File: src/bpe_pkg.sv
`timescale 1ns / 1ps
// bpe_pkg: shared constants and pipeline control struct for the bezier point evaluator
// no dependencies

package bpe_pkg;

    localparam int COORD_WIDTH_DEF = 16;
    localparam int T_FRAC_BITS_DEF = 16;

    // control points per item and pipeline depth (three lerp levels, two stages each)
    localparam int NUM_POINTS = 4;
    localparam int NUM_STAGES = 6;

    typedef enum logic {
        OP_QUADRATIC = 1'b0,
        OP_CUBIC     = 1'b1
    } t_op;

    typedef struct packed {
        logic [NUM_STAGES-1:0] en;
        logic [NUM_STAGES-1:0] valid;
    } t_pipe_ctl;

endpackage

File: src/bpe_lerp.sv
`timescale 1ns / 1ps
// bpe_lerp: two-stage linear interpolation a + (b - a) * t, truncated toward zero
// depends on bpe_pkg

module bpe_lerp
    import bpe_pkg::*;
#(
    parameter int COORD_WIDTH = COORD_WIDTH_DEF,
    parameter int T_FRAC_BITS = T_FRAC_BITS_DEF
) (
    input  logic                          i_clk,
    input  logic                          i_en_mul,
    input  logic                          i_en_add,
    input  logic signed [COORD_WIDTH-1:0] i_a,
    input  logic signed [COORD_WIDTH-1:0] i_b,
    input  logic        [T_FRAC_BITS-1:0] i_t,
    output logic signed [COORD_WIDTH-1:0] o_y
);

    localparam int NUM_W = COORD_WIDTH + T_FRAC_BITS + 2;

    logic signed [COORD_WIDTH:0]   w_diff;
    logic signed [NUM_W-1:0]       w_prod;
    logic signed [COORD_WIDTH-1:0] r_a;
    logic signed [NUM_W-1:0]       r_prod;
    logic        [NUM_W-1:0]       w_num;
    logic        [NUM_W-1:0]       w_bias;
    logic        [NUM_W-1:0]       w_adj;
    logic signed [COORD_WIDTH-1:0] r_y;

    assign w_diff = {i_b[COORD_WIDTH-1], i_b} - {i_a[COORD_WIDTH-1], i_a};
    assign w_prod = NUM_W'(w_diff) * NUM_W'($signed({1'b0, i_t}));

    always_ff @(posedge i_clk) begin
        if (i_en_mul) begin
            r_a    <= i_a;
            r_prod <= w_prod;
        end
    end

    // negative numerator gets 2^F - 1 added so the shift truncates toward zero
    assign w_num  = {{2{r_a[COORD_WIDTH-1]}}, r_a, {T_FRAC_BITS{1'b0}}} + r_prod;
    assign w_bias = {{(COORD_WIDTH + 2){1'b0}}, {T_FRAC_BITS{1'b1}}}
                    & {NUM_W{w_num[NUM_W-1]}};
    assign w_adj  = w_num + w_bias;

    always_ff @(posedge i_clk) begin
        if (i_en_add) begin
            r_y <= w_adj[T_FRAC_BITS +: COORD_WIDTH];
        end
    end

    assign o_y = r_y;

endmodule

File: config.mk
export PLATFORM = sky130hd
export DESIGN_NAME = bpe_lerp
export DESIGN_NICKNAME = d
export VERILOG_FILES = /design/src/bpe_pkg.sv /design/src/bpe_lerp.sv
export SDC_FILE = /design/constraint.sdc
export NUM_CORES = 1
export LEC_CHECK = 0
export ABC_CLOCK_PERIOD_IN_PS = 13490
export BUFFER_PORTS_ARGS = -buffer_cell sky130_fd_sc_hd__buf_4
export CORE_UTILIZATION = 35
export DETAILED_ROUTE_END_ITERATION = 12
export PLACE_DENSITY_LB_ADDON = 0.1
export SYNTH_ARGS = -nofsm -noshare
export SYNTH_HDL_FRONTEND = slang
export SYNTH_SLANG_ARGS = --single-unit
File: constraint.sdc
create_clock -name i_clk -period 13.49 [get_ports i_clk]
set_clock_uncertainty 0.05 [all_clocks]
set_input_delay 0 -clock i_clk [delete_from_list [all_inputs] [get_ports i_clk]]
set_output_delay 0 -clock i_clk [all_outputs]
set_load 0.05 [all_outputs]
==> results.json <==
{
  "grt_usage_pct": 18.73,
  "gp_congestion": 0.8650,
  "finalSetupViolCount": 0,
  "n_antenna_cell": 0,
  "die-area_um2": 43420,
  "fillerInstances": 4218,
  "cts_buffers": 9,
  "critPathMaxStageDelay_ns": 0.75,
  "first_iter_violations": 534,
  "startpoint_type": "input pin",
  "dieWidth_um": 208.4,
  "drv_cap": 0,
  "rows": 75,
  "finalCritPeriodShare_pct": 68.74,
  "worst_path_max_delay_cell": "fa_1",
  "status": "complete, no violations",
  "cts_resized": 0,
  "worstMarginPinSlew_ns": 1.012,
  "rsz0062_at_grt": "false",
  "fin_nets": 2103,
  "cts_setup_buffers": 0,
  "htreeDepth": 3,
  "slew_headroom_pct": 32.10,
  "core_area_um2": 41950,
  "critPathArrivalTime_ns": 9.31,
  "yosysUniqueCellTypes": 67,
  "hpwl_mm": 30.95,
  "grt_max_degree": 51,
  "cts_sinks": 66,
  "synthesis.area_um2": 14910,
  "via_per_inst": 4.800,
  "port_buffers": 66,
  "synth_nets": 2037,
  "synthArstFlopShare_pct": 0,
  "slew_viol_final": 0,
  "wl_per_cell_um": 17.58,
  "crit_fanout": 20,
  "cts.path.max_buffers": 2,
  "globalRouteOverflowTotal": 0,
  "fmax_ghz": 0.1078,
  "die_h_um": 208.4,
  "pin_count": 67,
  "wl_mm": 38.44,
  "ff_latch_area_um2": 1982,
  "num_vias": 10492,
  "final_antenna_net_count": 0,
  "clk_pin_slew_ns": 0.06,
  "grt_pass1_wl_mm": 62.72,
  "grt_pass1_vias": 11341,
  "clk-insertion-delay-late_ns": 0.33,
  "synth_seq_area_share_pct": 13.30,
  "cts_tree": "yes",
  "cp_common_cell": "fa_1",
  "synth_cells": 1576,
  "required_ns": 13.52,
  "drcViolationCount": 0,
  "synth_edf_count": 66,
  "yosysWarnings": 0,
  "antenna_found_initial": 2,
  "drive_gt1_share_pct": 7.650,
  "dr.pass1.iters": 6,
  "hold_viol": 0,
  "ys.flop_type": "edfxtp_1",
  "min_path_type": "input pin to flop",
  "finalSetupTns_ns": 0,
  "initial_core_util_pct": 35.53,
  "cts_root_buffer": "clkbuf_16",
  "multi_input_area_um2": 11360,
  "crit_type": "input pin to flop",
  "critPathCaptureType": "flop",
  "synth-seq-cells": 66,
  "areaGrowthSynthToFinish_pct": 10.80,
  "synth.avg_cell_area_um2": 9.458,
  "period_minus_slack_ns": 9.274
}
## per-layer routing
metal | global-route usage (%) | wire [um]
met3 | 1.811 | 1407
met5 | 0 | 0
met4 | 3.295 | 393
met2 | 31.67 | 17810
met1 | 26.21 | 18830
## worst max-delay path: cells and delay by family
kind	cells	cell delay (ns)
adders and majority gates	8	3.64
and+or+nand+nor	5	1.75
AOI/OAI and AO/OA	11	2.18
xor gates and xnor gates	3	0.97
buffers and inverters	4	0.77
## through the flow
stage | utilization [%] | instance area (um2) | worst slack, ns | std cells | hold slack [ns]
after floorplan | - | 14910 | 6.244 | 1576 | 0.04887
after global placement | 38.26 | 16050 | 4.643 | 2153 | 0.1413
after detailed placement | 38.26 | 16050 | 4.433 | 2153 | 0.1412
after CTS | 39.37 | 16520 | 4.222 | 2186 | 0.1330
after global routing | 39.37 | 16520 | 3.651 | 2186 | 0.1468
final | 39.37 | 16520 | 4.216 | 2186 | 0.1528
## state kept, by name (all words and copies together), names as in the netlist
name and count:
o_y 16, r_prod 34, r_a 16
## cell usage after synthesis, drive strengths merged, types with 10 or more instances
cell type  instances  area, um2
a21oi             50      261.5
edfxtp            66       1982
inv              373       1400
a21o              19      145.1
or3b              10      87.58
nor2b             37      231.5
nand2            133      499.2
fa               275       5505
xnor2             58      508.0
and3              20      125.1
o21ai             32      167.7
nor3              14      75.07
and2              94      588.1
nand3             39      195.2
clkbuf            40      150.1
xor2              22      192.7
nor2              42      160.2
ha               135       1689
## repair_timing
action | 4_1_cts | 5_1_grt
hold buffers | 17 | 0
endpoints found under the hold margin | 32 | 0
setup endpoints to repair | 0 | 0
## area by class of cell
| class | instances | area share, % |
|---|---|---|
| inverter | 373 | 8.477 |
| tap | 539 | 4.083 |
| clock inverter | 7 | 0.4242 |
| timing repair buffer | 102 | 4.894 |
| clock buffer | 9 | 1.364 |
| multi-input combinational | 1090 | 68.76 |
| sequential | 66 | 12.00 |
## kinds of logic after synthesis
logic type	Yosys count	share of synthesized area [%]
buffers and inverters	420	10.63
AOI/OAI and AO/OA	161	7.219
and+or+nand+nor	434	15.55
DFF	66	13.30
xor gates and xnor gates	80	4.701
adders and majority gates	415	48.60
## cell usage in the layout, fill, tap and decap left out, types with 3 or more instances in the layout
master         instances
inv_1                373
fa_1                 275
ha_1                 135
nand2_1              133
and2_1                94
buf_4                 85
edfxtp_1              66
xnor2_1               58
a21oi_1               48
nor2_1                39
nand3_1               39
nor2b_1               37
xor2_1                22
and3_1                20
o21ai_0               18
a21o_1                17
dlygate4sd3_1         17
nor3_1                13
o21ai_1               12
nand2b_1               9
clkbuf_16              9
nand4_1                7
or3_1                  7
o21bai_1               7
nor3b_1                7
a211oi_1               6
o21a_1                 6
or3b_2                 6
a31oi_1                5
maj3_1                 5
or3b_1                 4
a211o_1                4
o211ai_1               4
a21boi_1               3
o31ai_1                3
o2111ai_1              3
nor2_2                 3
and4_1                 3
a311oi_1               3
## worst paths after layout
kind                endpoint  slack, ns  startpoint  cells after the start
setup reg to reg      o_y[2]       8.33      r_a[1]                     18
setup / recovery  r_prod[33]       4.22      i_a[0]                     31
hold / removal     r_prod[0]       0.15      i_t[0]                      2
hold reg to reg       o_y[1]       0.79  r_prod[17]                      2
Power is not shown: default switching activity piles up to over one toggle a cycle in this logic, so the estimate is an artifact.
