File: src/bpe_pkg.sv
`timescale 1ns / 1ps
// bpe_pkg: shared constants and pipeline control struct for the bezier point evaluator
// no dependencies

package bpe_pkg;

    localparam int COORD_WIDTH_DEF = 16;
    localparam int T_FRAC_BITS_DEF = 16;

    // control points per item and pipeline depth (three lerp levels, two stages each)
    localparam int NUM_POINTS = 4;
    localparam int NUM_STAGES = 6;

    typedef enum logic {
        OP_QUADRATIC = 1'b0,
        OP_CUBIC     = 1'b1
    } t_op;

    typedef struct packed {
        logic [NUM_STAGES-1:0] en;
        logic [NUM_STAGES-1:0] valid;
    } t_pipe_ctl;

endpackage

File: src/bpe_ctrl.sv
`timescale 1ns / 1ps
// bpe_ctrl: stage valid bits and per-stage enables with bubble collapse
// depends on bpe_pkg

module bpe_ctrl
    import bpe_pkg::*;
(
    input  logic      i_clk,
    input  logic      i_rst_n,
    input  logic      i_s_tvalid,
    input  logic      i_m_tready,
    output logic      o_s_tready,
    output t_pipe_ctl o_ctl
);

    logic [NUM_STAGES-1:0] r_valid;
    logic [NUM_STAGES-1:0] n_valid;
    logic [NUM_STAGES-1:0] w_en;

    always_comb begin
        w_en[NUM_STAGES-1] = !r_valid[NUM_STAGES-1] || i_m_tready;
        for (int k = NUM_STAGES - 2; k >= 0; k--) begin
            w_en[k] = !r_valid[k] || w_en[k+1];
        end
        n_valid[0] = w_en[0] ? i_s_tvalid : r_valid[0];
        for (int k = 1; k < NUM_STAGES; k++) begin
            n_valid[k] = w_en[k] ? r_valid[k-1] : r_valid[k];
        end
    end

    always_ff @(posedge i_clk) begin
        if (!i_rst_n) begin
            r_valid <= '0;
        end else begin
            r_valid <= n_valid;
        end
    end

    assign o_s_tready  = w_en[0];
    assign o_ctl.en    = w_en;
    assign o_ctl.valid = r_valid;

endmodule

File: config.mk
export PLATFORM = sky130hd
export DESIGN_NAME = bpe_ctrl
export DESIGN_NICKNAME = d
export VERILOG_FILES = /design/src/bpe_pkg.sv /design/src/bpe_ctrl.sv
export SDC_FILE = /design/constraint.sdc
export NUM_CORES = 1
export LEC_CHECK = 0
export BUFFER_PORTS_ARGS = -buffer_cell sky130_fd_sc_hd__buf_2
export CAP_MARGIN = 20
export CORE_AREA = 2 2 39 41
export CTS_CLUSTER_SIZE = 20
export DETAILED_ROUTE_END_ITERATION = 6
export DIE_AREA = 0 0 41 43
export GPL_TIMING_DRIVEN = 0
export SYNTH_ARGS = -nofsm -noshare
export SYNTH_HDL_FRONTEND = slang
export SYNTH_SLANG_ARGS = --single-unit
File: constraint.sdc
create_clock -name i_clk -period 2.4 [get_ports i_clk]
set_input_delay 0.48 -clock i_clk [delete_from_list [all_inputs] [get_ports i_clk]]
set_output_delay 0.48 -clock i_clk [all_outputs]
set_load 0.01 [all_outputs]
==> results of run 1 <==
per-layer routing:
metal	vias to the layer above	wire [um]	share of wire, %	track usage (%)
li1	125	-	-	-
met1	101	249	46	8.77
met2	15	190	35	9.06
met3	4	74	14	7.85
met4	0	23	4.3	6.00
met5	-	0	0	0
layout make-up:
class                           count  area share, %
Buffer                              1           2.06
Inverter                            4           4.12
Tap cell                           16           5.50
Timing Repair Buffer               16           22.0
Sequential cell                     6           33.0
Multi-Input combinational cell     16           27.1
Clock buffer                        3           6.19
critical path: cells and delay by family, from the launching register on:
kind	cells	cell delay, ns
AND/OR/NAND/NOR	2	0.40
flip-flops	1	0.38
buffers and inverters	4	0.38
how the worst min path moves through the flow:
stage	from	end
6_report	i_s_tvalid	r_valid[0]
5_1_grt	i_s_tvalid	r_valid[0]
4_1_cts	i_s_tvalid	r_valid[0]
3_5_place_dp	r_valid[0]	r_valid[1]
3_3_place_gp	r_valid[0]	r_valid[1]
2_1_floorplan	r_valid[0]	r_valid[1]
report_power, final:
part / switching [mW] / internal, mW / leakage (nW)
registers: 0.00236 / 0.103 / 0.0489
logic: 0.00545 / 0.00573 / 0.0947
clock network: 0.0391 / 0.0567 / 0.0138
placed cells by master, fill, tap and decap left out:
cell type,netlist,routed
sky130_fd_sc_hd__and4b_1,1,1
sky130_fd_sc_hd__o21a_1,4,4
sky130_fd_sc_hd__and2_4,1,1
sky130_fd_sc_hd__a21oi_1,1,1
sky130_fd_sc_hd__inv_2,1,1
sky130_fd_sc_hd__nor2_1,1,1
sky130_fd_sc_hd__nand3_1,1,1
sky130_fd_sc_hd__buf_4,1,1
sky130_fd_sc_hd__clkbuf_4,0,3
sky130_fd_sc_hd__inv_1,3,3
sky130_fd_sc_hd__o21ai_2,1,1
sky130_fd_sc_hd__nand2_1,4,4
sky130_fd_sc_hd__dfxtp_1,6,6
sky130_fd_sc_hd__buf_2,0,16
sky130_fd_sc_hd__nor2b_1,2,2
logic make-up (layout without fill, tap and decap cells):
group / Yosys count / count (layout) / synth area share [%]
and+or+nand+nor: 10 / 10 / 22.8
AOI/OAI and AO/OA: 6 / 6 / 18.1
DFF: 6 / 6 / 49.7
buffers and inverters: 5 / 24 / 9.33
metrics by stage:
stage / hold slack [ns] / instance area (um^2) / total power [mW] / setup WS (ns) / util (%)
after floorplan: 0.495 / 241 / 0.111 / 0.723 / -
after global placement: 0.469 / 342 / 0.118 / 0.524 / 24.7
after detailed placement: 0.468 / 342 / 0.118 / 0.539 / 24.7
after CTS: 0.438 / 364 / 0.216 / 0.501 / 26.3
after global routing: 0.442 / 364 / 0.223 / 0.407 / 26.3
final: 0.448 / 364 / 0.212 / 0.517 / 26.3
==> flow_metrics.py, run 1 <==
metrics = {
    "outcome": {
        "outcome": "finished, final reports clean",
    },
    "worst_setup_path": {
        "cells_along_the_critical_path": "and4b_1, inv_1, nor2_1, inv_1, buf_4, buf_2",
        "reg2reg_slack_ns": 1.37,
        "worst_ep_arrival_time_ns": 1.40,
        "critical-path-slowest-cell": "sky130_fd_sc_hd__dfxtp_1",
        "endpoint": "o_ctl[6]",
        "crit_path_start_kind": "flip-flop",
        "timing.rr.end": "r_valid[1]",
        "crit_path_max_incr_delay_ns": 0.38,
        "rr_worst_depth": 4,
        "data_required_time_at_the_worst_endpoint_ns": 1.92,
        "critPathKind": "flip-flop to primary output",
        "worstSetupStartpoint": "r_valid[4]",
        "timing.rr.start": "r_valid[4]",
        "cp_max_fo": 5,
        "end_kind": "primary output",
        "worst_path_most_repeated_cell": "sky130_fd_sc_hd__inv_1",
    },
    "yosys": {
        "synthMostInstantiatedCell": "sky130_fd_sc_hd__dfxtp_1",
        "post_syn_area_um2": 241,
        "synth_commonest_cells": "sky130_fd_sc_hd__dfxtp_1, sky130_fd_sc_hd__nand2_1, sky130_fd_sc_hd__o21a_1",
        "synth_nets": 31,
        "yosys.cell_types.count": 13,
        "yosysTopAreaCellShare_pct": 49.7,
        "cell_type_with_the_largest_total_area_after_synthesis": "sky130_fd_sc_hd__dfxtp_1",
        "syn-instance-count": 27,
        "synth.area.top_cells": "sky130_fd_sc_hd__dfxtp_1, sky130_fd_sc_hd__o21a_1, sky130_fd_sc_hd__nand2_1",
        "synth_seq_area_share_pct": 49.7,
        "synthArstFlopShare_pct": 0,
        "synth.ff_latch_count": 6,
        "synth-edff-count": 0,
        "synth_warnings": 0,
        "syn_area_per_cell_um2": 8.94,
        "synth_flop_cell": "sky130_fd_sc_hd__dfxtp_1",
    },
    "placement": {
        "io_buffer_count": 16,
        "dp_hpwl_um": 391,
        "place_congestion": 0.649,
        "dpl.cell_count": 59,
    },
    "clock_tree": {
        "cts_post_setup_buffers_inserted": 0,
        "postCtsHoldBufs": 0,
        "cts-resized-gates": 0,
        "numClockSinks": 6,
        "worstSkewPairLatency_ns": 0.25,
        "cts-root-buf": "sky130_fd_sc_hd__clkbuf_4",
        "htree_levels": 1,
        "clock_tree.buffer_depth": 2,
        "clk_pin_slew_worst_paths_ns": 0.04,
        "cts_made_buffers": 3,
        "tritoncts": "done",
    },
    "finish": {
        "n_fill_cell": 157,
        "num_antenna_cells": 0,
        "area_delta_synth_final_pct": 50.8,
        "registers.top_by_ff_count": "r_valid",
        "fraction_of_final_layout_cells_sized_beyond_drive_strength_1_pct": 50.0,
        "finish.net_count": 52,
        "multiInputGateArea_um2": 98.8,
        "seq_area_um2": 120,
        "reg_top3": "r_valid: 6 flops",
        "layout.cells.non_filler": 62,
        "largest_reg_flops": 6,
    },
    "sta": {
        "tightest_slew_ns": 0.247,
        "worst_clock_skew_ns": 0.00389,
        "setup_viol": 0,
        "hold_viol_final": 0,
        "fin_setup_tns_ns": 0,
        "finalCritPeriodShare_pct": 78.4,
        "rsz0062_at_grt": "false",
        "drv_slew": 0,
        "achievable-frequency_ghz": 0.531,
        "finalCriticalPeriod_ns": 1.88,
        "max_slew_margin_pct": 83.5,
    },
    "detailed_routing": {
        "dr_total_vias": 245,
        "drt_first_pass_iters": 3,
        "drt-initial-drc-count": 5,
        "avgViaCountPerCell": 3.95,
        "drt_drc_violations_left": 0,
        "drt.antenna.violating_nets": 0,
        "wl_um": 537,
        "wl_per_cell_um": 8.66,
    },
    "power_and_ir_drop": {
        "static-leakage-power_nw": 0.157,
        "power.density_cell_area_nw_per_um2": 582,
        "ir_drop_v": 0.000226,
    },
    "hold_path": {
        "worstHoldPathCells": 2,
        "hold_path_class": "input port to flip-flop",
    },
    "die": {
        "die_w_um": 41,
        "chipHeight_um": 43,
        "initial_utilization_pct": 17.5,
        "ios": 17,
        "core_region_area_um2": 1380,
        "rows": 14,
        "dieArea_um2": 1760,
    },
    "global_routing": {
        "grt_first_pass_wirelength_um": 848,
        "grt_start_max_net_pins": 8,
        "grt_antenna_before_repair": 0,
        "grt_pass1_vias": 206,
        "global_route.overflow_total": 0,
        "grtUsageTotal_pct": 8.06,
    },
    "flow_run": {
        "cap_violations": 0,
    },
}
No activity file was read; power rests on OpenSTA's default activity.
==> run 2: changes to the inputs <==
==> constraint.sdc (replaced) <==
create_clock -name i_clk -period 1.8 [get_ports i_clk]
set_input_delay 0.36 -clock i_clk [delete_from_list [all_inputs] [get_ports i_clk]]
set_output_delay 0.36 -clock i_clk [all_outputs]
set_load 0.01 [all_outputs]
==> run 2 against run 1 <==
Largest power group unchanged; worst setup slack worse by 0.44 ns; routed wire length increased by 3.9%; critical path depth unchanged; sequential power rose by 33%; flip-flop and latch count is the same; register-to-register slack lost 0.57 ns; non-clock buffer count unchanged; highest routed layer unchanged.
==> flow_metrics.py, run 2 (synthesized netlist as in run 1, its figures left out) <==
metrics = {
    "flow_run": {
        "cap_violations": 0,
    },
    "global_routing": {
        "grt_pass1_vias": 206,
        "grt_antenna_before_repair": 0,
        "grt_start_max_net_pins": 8,
        "grtUsageTotal_pct": 8.06,
        "global_route.overflow_total": 0,
        "grt_first_pass_wirelength_um": 848,
    },
    "placement": {
        "dp_hpwl_um": 391,
        "worst_slack_at_placement_ns": 0.179,
        "dpl.cell_count": 59,
        "dpl_cell_area_um2": 342,
        "io_buffer_count": 16,
        "place_congestion": 0.649,
    },
    "worst_setup_path": {
        "crit_path_max_incr_delay_ns": 0.35,
        "crit_path_start_kind": "flip-flop",
        "timing.rr.end": "r_valid[2]",
        "critical-path-slowest-cell": "sky130_fd_sc_hd__dfxtp_1",
        "worst_ep_arrival_time_ns": 1.36,
        "timing.rr.start": "r_valid[3]",
        "rr_worst_depth": 3,
        "worst_path_most_repeated_cell": "sky130_fd_sc_hd__inv_1",
        "cells_along_the_critical_path": "and4b_2, inv_1, nor2_1, inv_1, buf_4, buf_2",
        "critPathKind": "flip-flop to primary output",
        "reg2reg_slack_ns": 0.80,
        "worstSetupStartpoint": "r_valid[3]",
        "cp_max_fo": 3,
        "data_required_time_at_the_worst_endpoint_ns": 1.44,
        "end_kind": "primary output",
        "endpoint": "o_ctl[6]",
    },
    "sta": {
        "tightest_slew_ns": 0.251,
        "worst_clock_skew_ns": 0.00385,
        "rsz0062_at_grt": "false",
        "achievable-frequency_ghz": 0.580,
        "max_slew_margin_pct": 83.2,
        "drv_slew": 0,
        "setup_viol": 0,
        "layout_setup_ws_ns": 0.0770,
        "finalCriticalPeriod_ns": 1.72,
        "hold_slack_ns": 0.328,
        "finalCritPeriodShare_pct": 95.7,
        "fin_setup_tns_ns": 0,
        "hold_viol_final": 0,
    },
    "detailed_routing": {
        "drt_first_pass_iters": 3,
        "drt-initial-drc-count": 7,
        "wl_per_cell_um": 9.00,
        "drt.antenna.violating_nets": 0,
        "dr_total_vias": 247,
        "wl_um": 558,
        "avgViaCountPerCell": 3.98,
        "drt_drc_violations_left": 0,
    },
    "finish": {
        "area_delta_synth_final_pct": 51.8,
        "finish.net_count": 52,
        "registers.top_by_ff_count": "r_valid",
        "mostFrequentLayoutCells": "sky130_fd_sc_hd__buf_2, sky130_fd_sc_hd__dfxtp_1, sky130_fd_sc_hd__nand2_1, sky130_fd_sc_hd__o21a_1",
        "layout_commonest_cell": "sky130_fd_sc_hd__buf_2",
        "num_antenna_cells": 0,
        "n_fill_cell": 155,
        "reg_top3": "r_valid: 6 flops",
        "fraction_of_final_layout_cells_sized_beyond_drive_strength_1_pct": 54.3,
        "largest_reg_flops": 6,
        "final_util_pct": 26.5,
        "layout.cells.non_filler": 62,
        "stdcell_area_um2": 367,
    },
    "clock_tree": {
        "cts-root-buf": "sky130_fd_sc_hd__clkbuf_4",
        "clock_tree.buffer_depth": 2,
        "numClockSinks": 6,
        "worstSkewPairLatency_ns": 0.25,
        "cts_post_setup_buffers_inserted": 0,
        "cts_made_buffers": 3,
        "tritoncts": "done",
        "clk_pin_slew_worst_paths_ns": 0.05,
        "htree_levels": 1,
    },
    "die": {
        "die_w_um": 41,
        "rows": 14,
        "ios": 17,
        "chipHeight_um": 43,
        "core_region_area_um2": 1380,
        "dieArea_um2": 1760,
        "initial_utilization_pct": 17.5,
    },
    "power_and_ir_drop": {
        "total_power_mw": 0.283,
        "ir_drop_v": 0.000305,
        "power.density_cell_area_nw_per_um2": 773,
        "static-leakage-power_nw": 0.157,
    },
    "hold_path": {
        "hold_path_class": "input port to flip-flop",
    },
    "outcome": {
        "outcome": "finished, final reports clean",
    },
}
-- run 2: cell counts in the layout (fill, tap and decap cells not counted) --
Identical to the previous run, type by type.
-- run 2: repair_timing --
| item | CTS | global route |
|---|---|---|
| hold buffers | 0 | 0 |
| resized for setup | 0 | 2 |
| endpoints found under the hold margin | 0 | 0 |
| endpoints found under the setup margin | 0 | 1 |
-- run 2: worst min path at each step --
stage	startpoint	to	slack, ns	cells after the start
floorplan	i_rst_n	r_valid[1]	0.48	2
global placement	r_valid[0]	r_valid[1]	0.47	2
detailed placement	r_valid[0]	r_valid[1]	0.47	2
CTS	i_s_tvalid	r_valid[0]	0.32	2
global route	i_s_tvalid	r_valid[0]	0.32	2
finish	i_s_tvalid	r_valid[0]	0.33	2
-- run 2: power breakdown --
group	total, mW	switching (mW)	leakage, nW	internal, mW
sequential	0.140	0.00330	0.0494	0.137
combinational	0.0150	0.00736	0.0941	0.00764
clock	0.128	0.0525	0.0138	0.0757
-- run 2: routing by layer --
metal | routed length (um) | global-route usage [%]
met1 | 257 | 8.77
met2 | 202 | 9.06
met3 | 74 | 7.85
met4 | 23 | 6.00
met5 | 0 | 0
-- run 2: final cells by class --
cell class                 count  area, um^2  share of cell area, %
buffer                         1        7.51                   2.05
sequential                     6         121                   33.1
multi-input combinational     16         100                   27.3
inverter                       4        15.0                   4.10
tap                           16        20.0                   5.46
timing repair buffer          16        80.1                   21.8
clock buffer                   3        22.5                   6.14
-- run 2: critical path, delay by kind of cell, from the launching register on --
family,cells,cell delay [ns]
buffers and inverters,4,0.37
and+or+nand+nor,2,0.40
DFF,1,0.35
==> run 3: changes to the inputs <==
==> constraint.sdc (replaced) <==
create_clock -name i_clk -period 1.6 [get_ports i_clk]
set_input_delay 0.32 -clock i_clk [delete_from_list [all_inputs] [get_ports i_clk]]
set_output_delay 0.32 -clock i_clk [all_outputs]
set_load 0.01 [all_outputs]
==> run 3 against run 2 <==
Flip-flop and latch count stayed put; critical path type unchanged; first-iteration DRC count is 86% lower; routed wire length is 12% higher; critical endpoint is now o_ctl[7].
==> flow_metrics.py, run 3 (synthesized netlist as in run 1, its figures left out) <==
metrics = {
    "outcome": {
        "outcome": "finished, final reports clean",
    },
    "power_and_ir_drop": {
        "ir_drop_v": 0.000327,
        "power.density_cell_area_nw_per_um2": 777,
        "static-leakage-power_nw": 0.184,
    },
    "clock_tree": {
        "clock_tree.buffer_depth": 2,
        "numClockSinks": 6,
        "cts_made_buffers": 3,
        "postCtsHoldBufs": 0,
        "cts-root-buf": "sky130_fd_sc_hd__clkbuf_4",
        "tritoncts": "done",
        "htree_levels": 1,
        "clk_pin_slew_worst_paths_ns": 0.05,
        "worstSkewPairLatency_ns": 0.25,
    },
    "worst_setup_path": {
        "worstSetupStartpoint": "r_valid[3]",
        "rr_worst_depth": 4,
        "timing.rr.start": "r_valid[5]",
        "cp_max_fo": 3,
        "critPathKind": "flip-flop to primary output",
        "worst_ep_arrival_time_ns": 1.28,
        "data_required_time_at_the_worst_endpoint_ns": 1.28,
        "end_kind": "primary output",
        "crit_path_start_kind": "flip-flop",
    },
    "hold_path": {
        "worstHoldPathCells": 2,
        "min-delay-start": "i_s_tvalid",
        "hold_path_class": "input port to flip-flop",
    },
    "sta": {
        "worst_clock_skew_ns": 0.00390,
        "tightest_slew_ns": 0.275,
        "achievable-frequency_ghz": 0.627,
        "finalCritPeriodShare_pct": 99.7,
        "fin_setup_tns_ns": 0,
        "setup_viol": 0,
        "hold_slack_ns": 0.286,
        "finalCriticalPeriod_ns": 1.60,
        "max_slew_margin_pct": 81.6,
        "rsz0062_at_grt": "true",
        "drv_slew": 0,
        "hold_viol_final": 0,
        "layout_setup_ws_ns": 0.00425,
    },
    "detailed_routing": {
        "drt_first_pass_iters": 2,
        "drt_drc_violations_left": 0,
        "drt-initial-drc-count": 1,
        "wl_um": 626,
        "avgViaCountPerCell": 4.08,
        "wl_per_cell_um": 9.78,
        "dr_total_vias": 261,
        "drt.antenna.violating_nets": 0,
    },
    "global_routing": {
        "grt_start_max_net_pins": 8,
        "global_route.overflow_total": 0,
        "grt_first_pass_wirelength_um": 931,
        "grtUsageTotal_pct": 8.76,
        "grt_pass1_vias": 225,
        "grt_antenna_before_repair": 0,
    },
    "placement": {
        "place_congestion": 0.649,
        "dp_hpwl_um": 391,
        "io_buffer_count": 16,
        "worst_slack_at_placement_ns": 0.0585,
    },
    "die": {
        "dieArea_um2": 1760,
        "initial_utilization_pct": 17.5,
        "chipHeight_um": 43,
        "die_w_um": 41,
        "core_region_area_um2": 1380,
        "ios": 17,
        "rows": 14,
    },
    "finish": {
        "mostFrequentLayoutCells": "sky130_fd_sc_hd__buf_2, sky130_fd_sc_hd__o21a_1",
        "seq_area_um2": 124,
        "area_delta_synth_final_pct": 70.5,
        "fraction_of_final_layout_cells_sized_beyond_drive_strength_1_pct": 66.7,
        "largest_reg_flops": 6,
        "n_fill_cell": 154,
        "num_antenna_cells": 0,
        "reg_top3": "r_valid: 6 flops",
        "finish.net_count": 54,
        "registers.top_by_ff_count": "r_valid",
        "layout_commonest_cell": "sky130_fd_sc_hd__buf_2",
        "multiInputGateArea_um2": 109,
    },
    "flow_run": {
        "cap_violations": 0,
    },
}
run 3: cell types whose count changed in the layout (fill, tap and decap cells not counted), moves of 2 or more:
cell,previous run,this run
sky130_fd_sc_hd__buf_2,16,13
sky130_fd_sc_hd__dfxtp_1,5,3
sky130_fd_sc_hd__inv_2,1,3
sky130_fd_sc_hd__buf_4,1,3
sky130_fd_sc_hd__dfxtp_2,1,3
sky130_fd_sc_hd__buf_6,0,3
sky130_fd_sc_hd__inv_1,3,1
run 3: power by group:
part	internal, mW	total, mW	switching (mW)
logic	0.00894	0.0174	0.00845
registers	0.154	0.158	0.00370
clock network	0.0852	0.145	0.0597
total	0.248	0.320	0.0718
run 3: final timing paths:
kind           endpoint  slack (ns)
max reg2reg  r_valid[2]        0.51
min reg2reg  r_valid[1]        0.47
min          r_valid[0]        0.29
max            o_ctl[7]       0.004
run 3: per-stage QoR:
step | util, % | cell area (um^2) | cells | power (mW)
3_5_place_dp | 24.7 | 342 | 59 | 0.177
2_1_floorplan | - | 241 | 27 | 0.166
5_1_grt | 29.7 | 412 | 64 | 0.336
4_1_cts | 27.8 | 385 | 64 | 0.325
3_3_place_gp | 24.7 | 342 | 59 | 0.177
6_report | 29.7 | 412 | 64 | 0.320
run 3: area by class of cell:
type                       count  area share, %
clock buffer                   3           5.47
sequential                     6           30.1
multi-input combinational     16           26.4
timing repair buffer          19           29.5
tap                           16           4.86
inverter                       4           3.65
run 3: layer usage:
metal	GRT usage (%)	vias up	share of wire, %
li1	-	128	-
met1	9.74	114	43
met2	10.3	15	41
met3	7.85	4	12
met4	6.00	0	3.7
met5	0	-	0
run 3: worst max-delay path: stages (launching register included):
cell and delay [ns]:
sky130_fd_sc_hd__dfxtp_2 0.33, sky130_fd_sc_hd__and4b_1 0.23, sky130_fd_sc_hd__buf_4 0.13, sky130_fd_sc_hd__and2_4 0.15, sky130_fd_sc_hd__nand2_2 0.05, sky130_fd_sc_hd__buf_6 0.12
run 3: timing repair:
item                                    in CTS  in global routing
resized for setup                            4                  7
pin swaps                                    2                  2
buffers inserted                             2                  1
endpoints found under the setup margin       2                  3
